===== src/hw/rtl/page_bitmap_allocator_macros.svh =====
// Assertion macros for the page bitmap allocator.
// Used by the top level only; no other dependencies.
`ifndef PAGE_BITMAP_ALLOCATOR_MACROS_SVH
`define PAGE_BITMAP_ALLOCATOR_MACROS_SVH

// Generic clocked assertion with a reset disable
`define PBA_ASSERT(label, clk, rst, prop, msg) \
   label: assert property (@(posedge clk) disable iff (rst) prop) else $error(msg);

// Assertion on the block clock and reset
`define PBA_ASSERT_CLK(label, prop, msg) \
   `PBA_ASSERT(label, clock, reset, prop, msg)

`endif


===== src/hw/rtl/pba_pkg.sv =====
// Shared types, constants and helpers for the page bitmap allocator.
// No dependencies.
`default_nettype none
package pba_pkg;

   localparam int MAX_PAGES = 4096;
   localparam int PAGE_W    = 12;
   localparam int CNT_W     = 13;
   localparam int ADDR_W    = 14;
   localparam logic [PAGE_W-1:0] HINT_MAX = PAGE_W'(MAX_PAGES - 1);
   localparam logic [CNT_W-1:0]  CNT_MAX  = CNT_W'(MAX_PAGES);

   typedef enum logic [1:0] {
      CMD_INIT      = 2'd0,
      CMD_ALLOC_ONE = 2'd1,
      CMD_ALLOC_RUN = 2'd2,
      CMD_FREE      = 2'd3
   } cmd_type;

   typedef enum logic [0:0] {
      CSR_FIRST_USABLE = 1'b0,
      CSR_PAGE_COUNT   = 1'b1
   } csr_index_type;

   typedef enum logic [3:0] {
      ST_IDLE,
      ST_FILL,
      ST_ONE_CHECK,
      ST_ONE_READ,
      ST_ONE_EVAL,
      ST_RUN_CHECK,
      ST_RUN_READ,
      ST_RUN_EVAL,
      ST_FIN,
      ST_RESP
   } state_type;

   // Controller to datapath
   typedef struct packed {
      logic load;
      logic rd_one;
      logic rd_run;
      logic one_hit;
      logic one_miss;
      logic run_used;
      logic run_free;
      logic fill_step;
      logic fail;
      logic finish;
      logic respond;
   } dp_cmd_type;

   // Datapath to controller
   typedef struct packed {
      logic one_live;
      logic run_live;
      logic run_fit;
      logic page_used;
      logic fill_done;
      logic rsp_open;
   } dp_stat_type;

   function automatic logic [PAGE_W-1:0] hint_clamp(input logic [ADDR_W-1:0] v);
      return (v > ADDR_W'(HINT_MAX)) ? HINT_MAX : v[PAGE_W-1:0];
   endfunction

   function automatic logic [CNT_W-1:0] count_sub(input logic [CNT_W-1:0] c,
                                                  input logic [CNT_W-1:0] n);
      return (n > c) ? '0 : c - n;
   endfunction

   function automatic logic [CNT_W-1:0] count_add(input logic [CNT_W-1:0] c,
                                                  input logic [CNT_W-1:0] n);
      logic [CNT_W:0] s;
      s = {1'b0, c} + {1'b0, n};
      return (s > {1'b0, CNT_MAX}) ? CNT_MAX : s[CNT_W-1:0];
   endfunction

endpackage
`default_nettype wire


===== src/hw/rtl/pba_ctrl.sv =====
// Controller state machine for the page bitmap allocator.
// Depends on pba_pkg; drives the datapath command struct.
`default_nettype none
module pba_ctrl
   import pba_pkg::*;
(
   input  wire logic        clock,
   input  wire logic        reset,
   input  wire logic        req_valid,
   output logic             req_ready,
   input  wire logic [1:0]  req_command,
   input  wire dp_stat_type stat,
   output dp_cmd_type       cmd
);

   state_type state_ff, state_in;

   // State register
   always_ff @(posedge clock) begin
      if (reset) begin
         state_ff <= ST_IDLE;
      end else begin
         state_ff <= state_in;
      end
   end

   // Next state and commands
   always_comb begin
      state_in  = state_ff;
      cmd       = '0;
      req_ready = 1'b0;
      unique case (state_ff)
         ST_IDLE: begin
            req_ready = 1'b1;
            if (req_valid) begin
               cmd.load = 1'b1;
               unique case (cmd_type'(req_command))
                  CMD_INIT:      state_in = ST_FILL;
                  CMD_ALLOC_ONE: state_in = ST_ONE_CHECK;
                  CMD_ALLOC_RUN: state_in = ST_RUN_CHECK;
                  CMD_FREE:      state_in = ST_FILL;
                  default:       state_in = ST_FILL;
               endcase
            end
         end
         ST_FILL: begin
            if (stat.fill_done) begin
               state_in = ST_FIN;
            end else begin
               cmd.fill_step = 1'b1;
            end
         end
         ST_ONE_CHECK: begin
            if (stat.one_live) begin
               state_in = ST_ONE_READ;
            end else begin
               cmd.fail = 1'b1;
               state_in = ST_FIN;
            end
         end
         ST_ONE_READ: begin
            cmd.rd_one = 1'b1;
            state_in   = ST_ONE_EVAL;
         end
         ST_ONE_EVAL: begin
            if (stat.page_used) begin
               cmd.one_miss = 1'b1;
               state_in     = ST_ONE_CHECK;
            end else begin
               cmd.one_hit = 1'b1;
               state_in    = ST_FIN;
            end
         end
         ST_RUN_CHECK: begin
            priority if (!stat.run_live) begin
               cmd.fail = 1'b1;
               state_in = ST_FIN;
            end else if (stat.run_fit) begin
               state_in = ST_FILL;
            end else begin
               state_in = ST_RUN_READ;
            end
         end
         ST_RUN_READ: begin
            cmd.rd_run = 1'b1;
            state_in   = ST_RUN_EVAL;
         end
         ST_RUN_EVAL: begin
            if (stat.page_used) begin
               cmd.run_used = 1'b1;
            end else begin
               cmd.run_free = 1'b1;
            end
            state_in = ST_RUN_CHECK;
         end
         ST_FIN: begin
            cmd.finish = 1'b1;
            state_in   = ST_RESP;
         end
         ST_RESP: begin
            if (stat.rsp_open) begin
               cmd.respond = 1'b1;
               state_in    = ST_IDLE;
            end
         end
         default: state_in = ST_IDLE;
      endcase
   end

endmodule
`default_nettype wire


===== config.mk =====
export PLATFORM = sky130hd
export DESIGN_NAME = pba_ctrl
export DESIGN_NICKNAME = d
export VERILOG_FILES = /design/src/hw/rtl/page_bitmap_allocator_macros.svh /design/src/hw/rtl/pba_pkg.sv /design/src/hw/rtl/pba_ctrl.sv
export SDC_FILE = /design/constraint.sdc
export NUM_CORES = 1
export LEC_CHECK = 0
export BUFFER_PORTS_ARGS = -buffer_cell sky130_fd_sc_hd__buf_2
export CORE_AREA = 2 2 39 41
export CTS_CLUSTER_DIAMETER = 80
export DETAILED_ROUTE_END_ITERATION = 10
export DIE_AREA = 0 0 41 43
export PLACE_DENSITY_LB_ADDON = 0.15
export SYNTH_ARGS = -nofsm -noshare
export SYNTH_HDL_FRONTEND = slang
export SYNTH_SLANG_ARGS = --single-unit

===== constraint.sdc =====
create_clock -name clock -period 2.2 [get_ports clock]
set_clock_uncertainty 0.05 [all_clocks]
set_input_delay 0.22 -clock clock [delete_from_list [all_inputs] [get_ports clock]]
set_output_delay 0.22 -clock clock [all_outputs]
set_load 0.005 [all_outputs]

==> results of run 1 <==
-- synthesized netlist by cell type (2+ instances only) --
master / count
nor2_1: 9
nand2_1: 6
o21ai_0: 6
nand3_1: 2
nand3b_1: 2
dfxtp_1: 4
inv_1: 2
and2_1: 2
nor2b_1: 3
nor3b_1: 2
nand2b_1: 2
nor3_1: 4
and3_1: 2
clkbuf_1: 3
-- cell families (layout without fill, tap and decap cells) --
group | Yosys count | after routing | share of synthesized area [%]
DFF | 4 | 4 | 18.9
AOI/OAI and AO/OA | 14 | 14 | 21.9
and+or+nand+nor | 38 | 38 | 47.6
buffers and inverters | 6 | 29 | 5.62
muxes | 2 | 2 | 5.92
-- routing by layer --
metal,part of all wire [%],routed length (um)
met3,5.3,64
met2,46,553
met1,46,559
met4,2.8,34
met5,0,0
-- worst reg2reg max path, delay by kind of cell (launching register included) --
| kind | cells | cell delay (ns) |
|---|---|---|
| mux | 1 | 0.34 |
| simple gates | 2 | 0.76 |
| compound gates | 1 | 0.18 |
| flops | 1 | 0.42 |
-- layout by cell type, fill, tap and decap left out, drive strengths merged, types with 2 or more instances in the layout --
cell type  count
nor2b          3
and2           2
nand3          2
nor3b          2
nor3           4
and3           2
nand3b         2
clkbuf         3
o21ai          6
buf           24
dfxtp          4
nand2b         2
nor2           9
inv            2
nand2          6
-- layout make-up --
class,instances,area [um^2],share of cell area [%]
clock buffers,3,22.5,3.92
inverters,2,7.51,1.31
multi-input cells,54,319,55.6
flip-flops and latches,4,80.1,13.9
well taps,16,20.0,3.49
repair buffers,24,125,21.8
-- power by group through the flow --
stage | combinational, uW | clock, uW | sequential [uW]
after CTS | 315 | 96.0 | 150
after global placement | 319 | 0 | 150
final | 312 | 92.2 | 151
after global routing | 344 | 98.5 | 158
after floorplan | 244 | 0 | 114
after detailed placement | 314 | 0 | 150
-- metrics by stage --
step           power, uW  instances  cell area (um^2)
2_1_floorplan        359         64               423
3_3_place_gp         469        100               552
3_5_place_dp         464        100               552
4_1_cts              561        103               574
5_1_grt              601        103               574
6_report             555        103               574
-- path summary, 6_finish.rpt --
kind | startpoint | slack [ns] | end | depth (start not counted)
max reg2reg | state_ff[0]$_SDFFE_PP0P_ | 0.37 | state_ff[1]$_SDFFE_PP0P_ | 4
min | stat[0] | 0.16 | state_ff[3]$_SDFFE_PP0P_ | 2
max | state_ff[2]$_SDFFE_PP0P_ | 0.27 | cmd[6] | 5
min reg2reg | state_ff[1]$_SDFFE_PP0P_ | 0.72 | state_ff[0]$_SDFFE_PP0P_ | 4
==> impl_results.md, run 1 <==
* GR Util met2 at 23.8%
* RSZ-0062 raised after global routing: false
* Hold_buf cts at 0
* H-Tree Depth at 1
* Clk root buf: clkbuf_4
* Synth Register Bits at 4
* Hold Fails Final Rpt at 0
* Fmax at 0.518 GHz
* First-pass GRT wire length at roughly 1900 um
* Int Pwr at between 300 and 400 uW
* DIE AREA at 1760 um^2
* Die H at 43 um
* MaxCap Viol Count at 0
* Max FFs per register at 4
* Status: complete, no violations
* Cell Area, Synth at around 420 um^2
* Vias/cell at 5.15
* Psw at 236 uW
* Final Critical Period at ~1.9 ns
* Crit path DAT at 1.66 ns
* Critical path type: reg2out
* WL/cell at 11.7 um
* Ports at 23
* Final net count at 100
* Fill count at 158
* Slew @ Worst Pin at 0.411 ns
* Share of the synthesized area in the top cell type at 18.9%
* Net Sw Frac at 42.5%
* Max rail drop VDD at 0.421 mV
* Worst-skew pair later-pin latency at between 0.2 and 0.25 ns
* Synth area leader: dfxtp_1
* Setup TNS at 0 ns
* Final core utilization at 41.5%
* GRT Total Usage at 16.3%
* Crit-path max FO at 12
* Yosys cell types at 29
* Most flops, register: state_ff
* TritonCTS clock tree: done
* Starting Density at 30.6%
* Core outline area at between 1000 and 1500 um^2
* Final Slew Violations at 0
* Largest net degree at the start of global routing at 14
* Register share of total power at between 20% and 30%
* Clock-pin slew on the worst setup and hold paths at 0.04 ns
* Initial antenna violation count at 0
* Clock sink count at 4
* Family with the most delay on the worst path: simple AND/OR/NAND/NOR gates
* Antenna-violating nets left at 0
* Setup WS pre-CTS at 0.411 ns
* Gr busiest metal: met2
* Sequential share of the synthesized area at between 10% and 20%
* Synth Warn # at 0
* Setup Viol. Count Final at 0
* Final period util at 87.8%
* Bufs and invs on worst path at 2
* Combinational power share at 56.2%
* Num CTS Buffers at 3
* Relative slew slack at ~73%
* Die Wd at between 40 and 50 um
* Critical path endpoint category: output pin
* Final setup margin at 0.269 ns
* Number of remaining DRC errors at 0
* Syn Area/Cell at 6.61 um^2
* Routed vias at 530
* Critical Path Max Stage Delay at roughly 0.52 ns
* Top area cells in the synthesized netlist: dfxtp_1, nor2_1, o21ai_0
* Fin Hold WS at around 0.16 ns
* Routability cong. at 0.795
* Port bufs at 22
* WP data required at 1.93 ns
* Clk buf depth at 2
* Post-synth ARST share at 0%
* Vias in the first global route at 470
* Biggest regs: state_ff: 4 flops
* Critical-path cell list: nor2b_1 > nand2_1 > or3_1 > inv_1 > buf_2
* Primary FF master, synth: dfxtp_1
* Rows at 14
* Diodes inserted at 0
* Detailed router's first-iteration violation count at 4
* Layout area overhead at 35.8%
* Mapped Nets at between 70 and 80
* First-pass DRT Iterations at 4
* Cell count after synthesis at 64
* Power Dens Cells at 967 nW/um^2
* Number of enable flip-flop cells after synthesis at 0
* GRT overflow at 0
* Hold Path Class: in2reg
* Met3 Use GR at 4.71%
* Pleak at 0.000283 uW
* Met1 Use GR at 19.2%
* Worst setup SP type: flip-flop
* Layout cells sized above 1 at 32.2%
* Dpl hpwl at 922 um
* Resized Gates After CTS at 0
* Critical Path Slowest Stage Cell: dfxtp_1
* Final wirelength at 1210 um
* Post-CTS setup buffers at 0
* Clock share of power at between 15 and 20%
Note: power is estimated with default switching activity, not from simulation.
==> run 2, diff against run 1 <==
--- a/config.mk
+++ b/config.mk
@@ -5,6 +5,7 @@
 export SDC_FILE = /design/constraint.sdc
 export NUM_CORES = 1
 export LEC_CHECK = 0
+export ABC_AREA = 1
 export BUFFER_PORTS_ARGS = -buffer_cell sky130_fd_sc_hd__buf_2
 export CORE_AREA = 2 2 39 41
 export CTS_CLUSTER_DIAMETER = 80
==> run 2 against run 1 <==
Effect of this change:
- routed wire length fell by 5.9%
- hold slack worse by 0.013 ns
- maximum frequency rose by 26%
- die area stayed put
- cell count increased by 18%
- worst setup slack improved by 0.40 ns
- final area grew 4.6%
- critical path type unchanged
- critical endpoint is now cmd[4]
- highest routed layer is now met3
==> impl_results.md, run 2 <==
* Synth area leader: dfxtp_1
* Bufs and invs on worst path at 2 (unchanged)
* Layout cells sized above 1 at 38.7% (+6.5 points)
* Initial antenna violation count at 0 (unchanged)
* Port bufs at 22 (unchanged)
* Mux cell area share after synthesis at 0% (-5.9 points)
* Status: complete, no violations
* Adder-cell share of the synthesized area at 0% (unchanged)
* Rows at 14 (unchanged)
* Most frequent cells in the layout: buf_2, nand2_1, inv_1, nor2_1, nand3_1
* Commonest non-fill, non-tap cell in the layout: buf_2
* Synth top cells by count: nand2_1, inv_1, nor2_1
* RSZ-0062 raised after global routing: false
* Critical Path Max Stage Delay at 0.40 ns (-0.12 ns)
* Setup TNS at 0 ns (unchanged)
* Clock sink count at 4 (unchanged)
* TritonCTS clock tree: done
* First-pass DRT Iterations at 4 (unchanged)
* Pleak at 0.000379 uW (+34%)
* Power Dens Cells at 1000 nW/um^2 (+3.5%)
* Resized Gates After CTS at 0 (unchanged)
* Syn Area/Cell at 5.53 um^2 (-16%)
* Final wirelength at 1140 um (-5.9%)
* Post-synth ARST share at 0% (unchanged)
* Top area cells in the synthesized netlist: dfxtp_1, nand2_1, inv_1
* DIE AREA at 1760 um^2 (unchanged)
* Register share of total power at 22.6% (-4.6 points)
* Largest net degree at the start of global routing at 9 (-5)
* Fmax at 0.655 GHz (+26%)
* Placed insts at 119 (+19%)
* Final net count at 119 (+19%)
* Antenna-violating nets left at 0 (unchanged)
* Setup Viol. Count Final at 0 (unchanged)
* Yosys cell types at 17 (-41%)
* Cell Area, Synth at 448 um^2 (+5.9%)
* Post-Synth XOR/XNOR Area at 0% (unchanged)
* Hold Fails Final Rpt at 0 (unchanged)
* Biggest regs: state_ff: 4 flops
* Share of the synthesized area in the top cell type at 17.9% (-1.1 points)
* Critical path endpoint category: output pin
* GRT Total Usage at 15.7% (-0.60 points)
* Hold Path Class: in2reg
* Vias/cell at 4.61 (-10%)
* Worst setup SP type: flip-flop
* Final Critical Period at 1.53 ns (-0.404 ns)
* Family with the most delay on the worst path: simple AND/OR/NAND/NOR gates
* First-pass GRT wire length at 1890 um (-0.37%)
* WP data required at 1.93 ns (about the same)
* Critical path type: reg2out
* Num CTS Buffers at 3 (unchanged)
* MaxCap Viol Count at 0 (unchanged)
* Net Sw Frac at 50.0% (+7.5 points)
* Compound-Gate Fraction of Synth Area at 7.26% (-15 points)
* Primary FF master, synth: dfxtp_1
* Max rail drop VDD at 0.651 mV (+55%)
* Int Pwr at 300 uW (-5.9%)
* Final Slew Violations at 0 (unchanged)
* Psw at 300 uW (+27%)
* Clk root buf: clkbuf_4
* Die H at 43 um (unchanged)
* Cell count after synthesis at 81 (+27%)
* Mapped Nets at 92 (+23%)
* Diodes inserted at 0 (unchanged)
* Final non-filler cell total at 122 (+18%)
* Clock-pin slew on the worst setup and hold paths at 0.04 ns (about the same)
* Detailed router's first-iteration violation count at 14 (+10)
* Final Power at 601 uW (+8.2%)
* Ports at 23 (unchanged)
* Critical Path Slowest Stage Cell: dfxtp_1
* Synth Register Bits at 4 (unchanged)
* Layout area overhead at 34.1%
* Slew @ Worst Pin at 0.286 ns (-0.125 ns)
* Hold_buf cts at 0 (unchanged)
* Final period util at 69.4% (-18 points)
* Crit-path max FO at 7 (-5)
* Main combinational cell family by area after synthesis: simple AND/OR/NAND/NOR gates
* Fin Hold WS at 0.146 ns (-0.0132 ns)
* DP Area at 578 um^2 (+4.8%)
* Post-CTS setup buffers at 0 (unchanged)
* Routability cong. at 0.827 (+4.0%)
* WL/cell at 9.34 um (-21%)
* Number of enable flip-flop cells after synthesis at 0 (unchanged)
* Routed vias at 562 (+6.0%)
* Clock share of power at 14.7% (-1.9 points)
* Relative slew slack at 80.9% (+8.3 points)
* Final instance area at 601 um^2 (+4.6%)
* GRT overflow at 0 (unchanged)
* Critical-path cell list: inv_1 > nor2_4 > nand3_1 > nor2_1 > buf_2
* Core outline area at 1380 um^2 (unchanged)
* Clk buf depth at 2 (unchanged)
* Max FFs per register at 4 (unchanged)
* Dpl hpwl at 955 um (+3.5%)
* Worst-skew pair later-pin latency at 0.23 ns (about the same)
* Starting Density at 32.4% (+1.8 points)
* Crit path DAT at 1.26 ns (-0.40 ns)
* Cell with the most instances after synthesis: nand2_1
* Combinational power share at 62.7% (+6.5 points)
* H-Tree Depth at 1 (unchanged)
* Most flops, register: state_ff
* Vias in the first global route at 474 (+0.85%)
* Number of remaining DRC errors at 0 (unchanged)
* Sequential share of the synthesized area at 17.9% (-1.1 points)
* Simple-gate share of the synthesized area at 59.8% (+12 points)
* Synth Warn # at 0 (unchanged)
* Die Wd at 41 um (unchanged)
-- run 2: cell types whose count changed after synthesis, moves of 4 or more --
| cell | delta |
|---|---|
| inv_1 | +13 |
| nor2_2 | +5 |
| nand3_1 | +7 |
| o21ai_0 | -4 |
| nand2_1 | +14 |
-- run 2: final cells by class --
type / instances / area (um^2)
flip-flops and latches: 4 / 80.1
well taps: 16 / 20.0
fillers: 162 / 783
multi-input cells: 59 / 300
inverters: 18 / 67.6
clock buffers: 3 / 22.5
repair buffers: 22 / 110
-- run 2: cell families (layout without fill, tap and decap cells) --
family / count (synthesis) / after routing
DFF: 4 / 4
and+or+nand+nor: 54 / 54
AOI/OAI and AO/OA: 5 / 5
buffers and inverters: 18 / 43
-- run 2: path summary, 6_finish.rpt --
check                           slack [ns]  cells past startpoint                        to                     start
worst max-delay path                  0.67                      5                    cmd[4]  state_ff[2]$_SDFFE_PP0P_
worst min register to register        0.61                      3  state_ff[3]$_SDFFE_PP0P_  state_ff[2]$_SDFFE_PP0P_
worst min-delay path                  0.15                      2  state_ff[3]$_SDFFE_PP0P_                     reset
worst max register to register        0.92                      6  state_ff[1]$_SDFFE_PP0P_  state_ff[0]$_SDFFE_PP0P_
-- run 2: worst reg2reg max path, stage by stage (launching register included) --
cell and delay (ns):
dfxtp_1 0.43, inv_2 0.09, nor2_4 0.16, nand2_1 0.09, o21ai_1 0.18, o21ai_0 0.12
nor2_1 0.10
-- run 2: per-layer routing --
layer	track usage (%)	vias up	wire (um)
met5	0	-	0
met4	4.00	0	0
met3	6.28	0	128
met2	23.8	26	530
met1	20.2	240	480
li1	-	296	-
-- run 2: power by group through the flow --
stage                     registers [uW]  logic (uW)  clock network (uW)
after CTS                            136         383                92.6
after floorplan                      131         275                   0
after global routing                 139         438                 102
after global placement               135         382                   0
final                                136         377                88.1
after detailed placement             137         380                   0
-- run 2: stage by stage --
step / setup slack [ns] / utilization, %
final: 0.674 / 43.4
after global routing: 0.538 / 43.4
after CTS: 0.651 / 43.4
after detailed placement: 0.903 / 41.8
after global placement: 0.894 / 41.8
after floorplan: 1.07 / -
